<file path="config.mk">
export PLATFORM = sky130hd
export DESIGN_NAME = signed_int_to_decimal_ascii
export DESIGN_NICKNAME = d
export VERILOG_FILES = /design/src/s2da_pkg.sv /design/src/s2da_dabble.sv /design/src/signed_int_to_decimal_ascii.sv
export SDC_FILE = /design/constraint.sdc
export NUM_CORES = 1
export LEC_CHECK = 0
export ABC_AREA = 1
export BUFFER_PORTS_ARGS = -buffer_cell sky130_fd_sc_hd__buf_2
export CAP_MARGIN = 5
export CORE_UTILIZATION = 30
export CTS_BUF_LIST = sky130_fd_sc_hd__clkbuf_8
export CTS_CLUSTER_SIZE = 8
export DETAILED_ROUTE_END_ITERATION = 8
export GPL_ROUTABILITY_DRIVEN = 0
export GPL_TIMING_DRIVEN = 1
export PLACE_DENSITY_LB_ADDON = 0.15
export SETUP_SLACK_MARGIN = 0.3
export SLEW_MARGIN = 20
export SYNTH_ARGS = -nofsm -noshare
export SYNTH_HDL_FRONTEND = slang
export SYNTH_SLANG_ARGS = --single-unit
</file>
<file path="constraint.sdc">
create_clock -name clk_i -period 1.8 [get_ports clk_i]
set_input_delay 0.09 -clock clk_i [delete_from_list [all_inputs] [get_ports clk_i]]
set_output_delay 0.09 -clock clk_i [all_outputs]
set_load 0.1 [all_outputs]
</file>
<file path="src/s2da_pkg.sv">
// shared types and constants for the signed integer to decimal text block
// no dependencies

package s2da_pkg;

  localparam int unsigned VALUE_W    = 32;
  localparam int unsigned CHAR_W     = 8;
  localparam int unsigned DIGIT_W    = 4;
  localparam int unsigned NUM_DIGITS = 10;
  localparam int unsigned BCD_W      = NUM_DIGITS * DIGIT_W;
  localparam int unsigned IDX_W      = $clog2(NUM_DIGITS);

  localparam logic [CHAR_W-1:0] CHAR_MINUS = 8'h2D;
  localparam logic [CHAR_W-1:0] CHAR_ZERO  = 8'h30;

  typedef enum logic [1:0] {
    ST_IDLE,
    ST_CONV,
    ST_EMIT
  } state_e;

  typedef struct packed {
    logic busy;
  } conv_stat_t;

  typedef struct packed {
    logic                start;
    logic [VALUE_W-1:0]  mag;
  } conv_ctrl_t;

endpackage

</file>
<file path="src/s2da_dabble.sv">
// iterative binary to bcd converter, shift-and-add-3, one bit per cycle
// depends on s2da_pkg

module s2da_dabble (
  input  logic                    clk_i,
  input  logic                    rst_ni,
  input  s2da_pkg::conv_ctrl_t    ctrl_i,
  output s2da_pkg::conv_stat_t    stat_o,
  output logic [s2da_pkg::BCD_W-1:0] bcd_o
);
  import s2da_pkg::*;

  localparam int unsigned CNT_W = $clog2(VALUE_W);

  logic [VALUE_W-1:0] bin_q, bin_d;
  logic [BCD_W-1:0]   bcd_q, bcd_d, bcd_adj;
  logic [CNT_W-1:0]   cnt_q, cnt_d;
  logic               run_q, run_d;

  // add three to every digit that is five or more, all digits in parallel
  always_comb begin
    for (int i = 0; i < NUM_DIGITS; i++) begin
      if (bcd_q[i*DIGIT_W +: DIGIT_W] >= DIGIT_W'(5)) begin
        bcd_adj[i*DIGIT_W +: DIGIT_W] = bcd_q[i*DIGIT_W +: DIGIT_W] + DIGIT_W'(3);
      end else begin
        bcd_adj[i*DIGIT_W +: DIGIT_W] = bcd_q[i*DIGIT_W +: DIGIT_W];
      end
    end
  end

  always_comb begin
    bin_d = bin_q;
    bcd_d = bcd_q;
    cnt_d = cnt_q;
    run_d = run_q;
    if (ctrl_i.start) begin
      // first step folded into the load: nothing to adjust on a cleared bcd
      bcd_d = {{(BCD_W-1){1'b0}}, ctrl_i.mag[VALUE_W-1]};
      bin_d = {ctrl_i.mag[VALUE_W-2:0], 1'b0};
      cnt_d = CNT_W'(1);
      run_d = 1'b1;
    end else if (run_q) begin
      bcd_d = {bcd_adj[BCD_W-2:0], bin_q[VALUE_W-1]};
      bin_d = {bin_q[VALUE_W-2:0], 1'b0};
      cnt_d = cnt_q + CNT_W'(1);
      if (cnt_q == CNT_W'(VALUE_W - 1)) begin
        run_d = 1'b0;
      end
    end
  end

  always_ff @(posedge clk_i or negedge rst_ni) begin
    if (!rst_ni) begin
      run_q <= 1'b0;
      cnt_q <= '0;
    end else begin
      run_q <= run_d;
      cnt_q <= cnt_d;
    end
  end

  always_ff @(posedge clk_i) begin
    bin_q <= bin_d;
    bcd_q <= bcd_d;
  end

  assign stat_o.busy = run_q;
  assign bcd_o       = bcd_q;

endmodule

</file>
<file path="src/signed_int_to_decimal_ascii.sv">
// top level: signed 32-bit integer in, decimal ascii characters out
// depends on s2da_pkg and s2da_dabble
//
//  channel  | dir | payload                        | framing
//  ---------+-----+--------------------------------+---------------------------
//  s_axis   | in  | tdata[31:0] value (signed)     | one transfer per number
//  m_axis   | out | tdata[7:0] character           | tlast = last_char
//
// sequence: the value is taken, then 31 further double-dabble steps in the
// shared adjust-and-shift unit, then the leading digit is located, then
// one character per cycle, 1 to 11 chars per number, while the sink keeps
// tready high
// s_axis_tready is high only while idle; a stalled m_axis transfer holds
// the character and the block simply waits
// reset clears the sequencer and the conversion counter; no state is kept
// from one number to the next

module signed_int_to_decimal_ascii (
  input  logic                          clk_i,
  input  logic                          rst_ni,
  input  logic                          s_axis_tvalid,
  output logic                          s_axis_tready,
  input  logic [s2da_pkg::VALUE_W-1:0]  s_axis_tdata,   // [31:0] value
  output logic                          m_axis_tvalid,
  input  logic                          m_axis_tready,
  output logic [s2da_pkg::CHAR_W-1:0]   m_axis_tdata,   // [7:0] character
  output logic                          m_axis_tlast    // last_char
);
  import s2da_pkg::*;

  state_e             state_q, state_d;
  logic               sign_q, sign_d;     // minus sign still to be sent
  logic [IDX_W-1:0]   idx_q, idx_d;       // digit being sent

  conv_ctrl_t         conv_ctrl;
  conv_stat_t         conv_stat;
  logic [BCD_W-1:0]   bcd;
  logic [IDX_W-1:0]   lead_idx;
  logic [DIGIT_W-1:0] cur_digit;

  // leading nonzero digit, or the units digit when the value is zero
  always_comb begin
    lead_idx = '0;
    for (int i = 0; i < NUM_DIGITS; i++) begin
      if (bcd[i*DIGIT_W +: DIGIT_W] != '0) begin
        lead_idx = IDX_W'(i);
      end
    end
  end

  assign cur_digit = bcd[idx_q*DIGIT_W +: DIGIT_W];

  s2da_dabble u_dabble (
    .clk_i  (clk_i),
    .rst_ni (rst_ni),
    .ctrl_i (conv_ctrl),
    .stat_o (conv_stat),
    .bcd_o  (bcd)
  );

  always_comb begin
    state_d         = state_q;
    sign_d          = sign_q;
    idx_d           = idx_q;
    s_axis_tready   = 1'b0;
    m_axis_tvalid   = 1'b0;
    conv_ctrl.start = 1'b0;
    // two's complement magnitude; the most negative value wraps to 2^31,
    // which still fits the unsigned 32-bit word
    conv_ctrl.mag   = s_axis_tdata[VALUE_W-1] ? (VALUE_W'(0) - s_axis_tdata)
                                              : s_axis_tdata;
    m_axis_tdata    = CHAR_ZERO + CHAR_W'(cur_digit);
    m_axis_tlast    = 1'b0;
    unique case (state_q)
      ST_IDLE: begin
        s_axis_tready = 1'b1;
        if (s_axis_tvalid) begin
          conv_ctrl.start = 1'b1;
          sign_d          = s_axis_tdata[VALUE_W-1];
          state_d         = ST_CONV;
        end
      end
      ST_CONV: begin
        if (!conv_stat.busy) begin
          idx_d   = lead_idx;
          state_d = ST_EMIT;
        end
      end
      ST_EMIT: begin
        m_axis_tvalid = 1'b1;
        if (sign_q) begin
          m_axis_tdata = CHAR_MINUS;
        end
        m_axis_tlast = !sign_q && (idx_q == '0);
        if (m_axis_tready) begin
          if (sign_q) begin
            sign_d = 1'b0;
          end else if (idx_q == '0) begin
            state_d = ST_IDLE;
          end else begin
            idx_d = idx_q - IDX_W'(1);
          end
        end
      end
      default: begin
        state_d = ST_IDLE;
      end
    endcase
  end

  always_ff @(posedge clk_i or negedge rst_ni) begin
    if (!rst_ni) begin
      state_q <= ST_IDLE;
      sign_q  <= 1'b0;
      idx_q   <= '0;
    end else begin
      state_q <= state_d;
      sign_q  <= sign_d;
      idx_q   <= idx_d;
    end
  end

endmodule

</file>
==> metrics.yaml <==
synthMuxAreaShare_pct: 0
ir_worst_vdd_v: 0.000932
max-clock-path-buffers: 2
maxCapViolCount: 0
die_h_um: 140
critPathTopFamily: "flip-flops"
initial_core_util_pct: 31.1
synthArstFlopShare_pct: 15.5
synth-edff-count: 32
drt_iter0_drc: 228
hold_viol: 0
layout.nets: 933
synth-seq-area-share_pct: 36.4
syn_inst: 785
cts_tree: "yes"
die_w_um: 140
worst_path_max_delay_cell: "dfrtp_1"
grt_max_degree: 33
clk_pin_slew_worst_paths_ns: 0.10
end_kind: "output port"
setup_violations: 5
power_density_nw_per_um2: 1740
avgSynthCellArea_um2: 7.24
crit_buf_inv: 3
grt_pass1_wl_um: 26800
leakage_nw: 3.33
rsz0062_at_grt: "yes"
multi_input_area_um2: 3570
antenna_found_initial: 0
hp-class: "primary input to flop"
fillers: 1861
synth_compound_area_share_pct: 19.1
grt_overflow: 0
cts_buffers: 9
setup_slack_ns: -0.114
ant_nets: 0
route.detailed.drc: 0
hold_slack_ns: 0.0452
placement.setup.worst_slack_ns: 0.175
finalClockSkew_ns: 0.0158
min_period_over_period_pct: 106
ff_latch_area_um2: 2080
finalNonFillerCells: 1107
synth_top_family_by_area: "simple AND/OR/NAND/NOR gates"
max_freq_mhz: 522
placed_cells: 1051
clock_sinks: 84
fp-row-count: 49
htree_levels: 3
port_buffers: 43
die_area_um2: 19500
drive_above_1_share_pct: 28.5
violations: "negative setup slack"
diodes: 0
yosys.area_share.simple_pct: 26.5
synth_ff_type: "dfxtp_1"
syn_area_um2: 5690
synth_xor_xnor_area_share_pct: 3.08
maxSlewViolCount: 0
finalWirelength_um: 17200
crit_chain: "inv_4, ha_4, inv_2, nor2_2, nand2_2, nor3_4, buf_12"
grt.total_usage_pct: 17.5
final_util_pct: 41.9
wl_per_cell_um: 15.5
synth-seq-cells: 84
routed_via_density: 4.95
first_pass_iters: 7
yosys_warnings: 0
crit_type: "flop to output port"
status: "finished, violations left"
start_kind: "flop"
crit_fanout: 18
dp_hpwl_um: 11600
grt_pass1_vias: 5281
netlist-cell-type-count: 48
syn_to_final_growth_pct: 34.7
synthAdderAreaFrac_pct: 5.28
worstPathRequired_ns: 1.71
crit_arrival_ns: 1.82
core_um2: 18300
critical-path-max-stage-delay_ns: 0.44
io_pins: 47
fin_crit_ns: 1.91
clk_latency_ns: 0.37
vias: 5475
cts.root.buffer_cell: "clkbuf_8"
[stage by stage]
stage               power [mW]  area, um^2  TNS, ns
finish                    13.4        7660   -0.471
global route              14.4        7660   -0.994
global placement          10.2        6420        0
floorplan                 8.49        5880    -3.25
CTS                       12.2        7090   -0.615
detailed placement        10.2        6420        0
[final timing paths]
kind,endpoint,slack (ns),from,cells after the start
worst max-delay path,m_axis_tlast,-0.11,idx_q[0],7
worst min-delay path,sign_q,0.05,m_axis_tready,4
worst max register to register,idx_q[0],0.21,idx_q[0],11
worst min register to register,u_dabble.bcd_o[35],0.50,u_dabble.bcd_o[34],2
max in group asynchronous,state_q[1],1.35,rst_ni,2
min in group asynchronous,state_q[1],0.18,rst_ni,2
[synthesized netlist by cell type, types with 7 or more instances]
master	n	area share [%]
nand2_1	178	12
o211ai_1	10	1.3
nor2_1	69	4.6
dfrtp_1	13	5.7
nand4_1	8	0.88
o31ai_1	7	0.92
inv_1	91	6.0
o22ai_1	12	1.3
a21oi_1	43	3.8
dfxtp_1	39	14
o21ai_0	82	7.2
ha_1	24	5.3
a31oi_1	11	1.2
xor2_1	16	2.5
clkbuf_1	9	0.59
buf_2	9	0.79
nand3_1	53	4.7
edfxtp_1	32	17
[flip-flops by register name (all words and copies together), names as in the netlist]
register / flops
state_q: 2
sign_q: 1
idx_q: 4
u_dabble.cnt_q: 5
u_dabble.bcd_o: 40
u_dabble.bin_q: 31
u_dabble.stat_o: 1
[repair_timing]
item,in CTS,in global routing
hold endpoints to repair,13,0
hold buffers,1,0
setup buffers,22,7
endpoints found under the setup margin,37,100
pin swaps,12,30
gates resized for setup,47,110
gates cloned,5,5
[power breakdown]
part	leakage [nW]	total [mW]	switching [mW]	internal (mW)
clock	0.101	1.39	0.748	0.639
sequential	0.834	3.72	0.685	3.04
combinational	2.39	8.25	4.83	3.41
total	3.33	13.4	6.27	7.09
[routing by layer]
metal	track usage (%)	routed length (um)	vias up
met2	29.9	8420	100
met3	3.34	684	14
li1	-	-	2817
met1	22.4	7870	2544
met5	0	0	-
met4	4.97	199	0
[worst min-delay path: stages]
cell     delay [ns]
buf_2          0.10
nand2_1        0.07
nand3_2        0.07
o21ai_1        0.05
[layout by cell type (no fill, tap or decap), drive strengths merged, types with 9 or more instances in the layout]
cell    instances
clkbuf         13
o31ai           9
nor2           79
o21ai          88
nand2         186
a21oi          43
dfrtp          13
ha             24
buf           100
o22ai          12
inv            98
edfxtp         32
xor2           16
o211ai         10
nand3          55
a31oi          11
dfxtp          39
[area by class of cell]
class | instances | share of cell area, %
Clock buffer | 9 | 1.62
Clock inverter | 7 | 0.899
Inverter | 97 | 5.16
Multi-Input combinational cell | 576 | 46.6
Sequential cell | 84 | 27.2
Tap cell | 229 | 3.74
Timing Repair Buffer | 105 | 14.8
[cell families after synthesis]
family	after synthesis
xor gates and xnor gates	20
adders and majority gates	24
AOI/OAI and AO/OA	187
buffers and inverters	126
other	2
and+or+nand+nor	342
DFF	84
No activity file was read; power rests on OpenSTA's default activity.
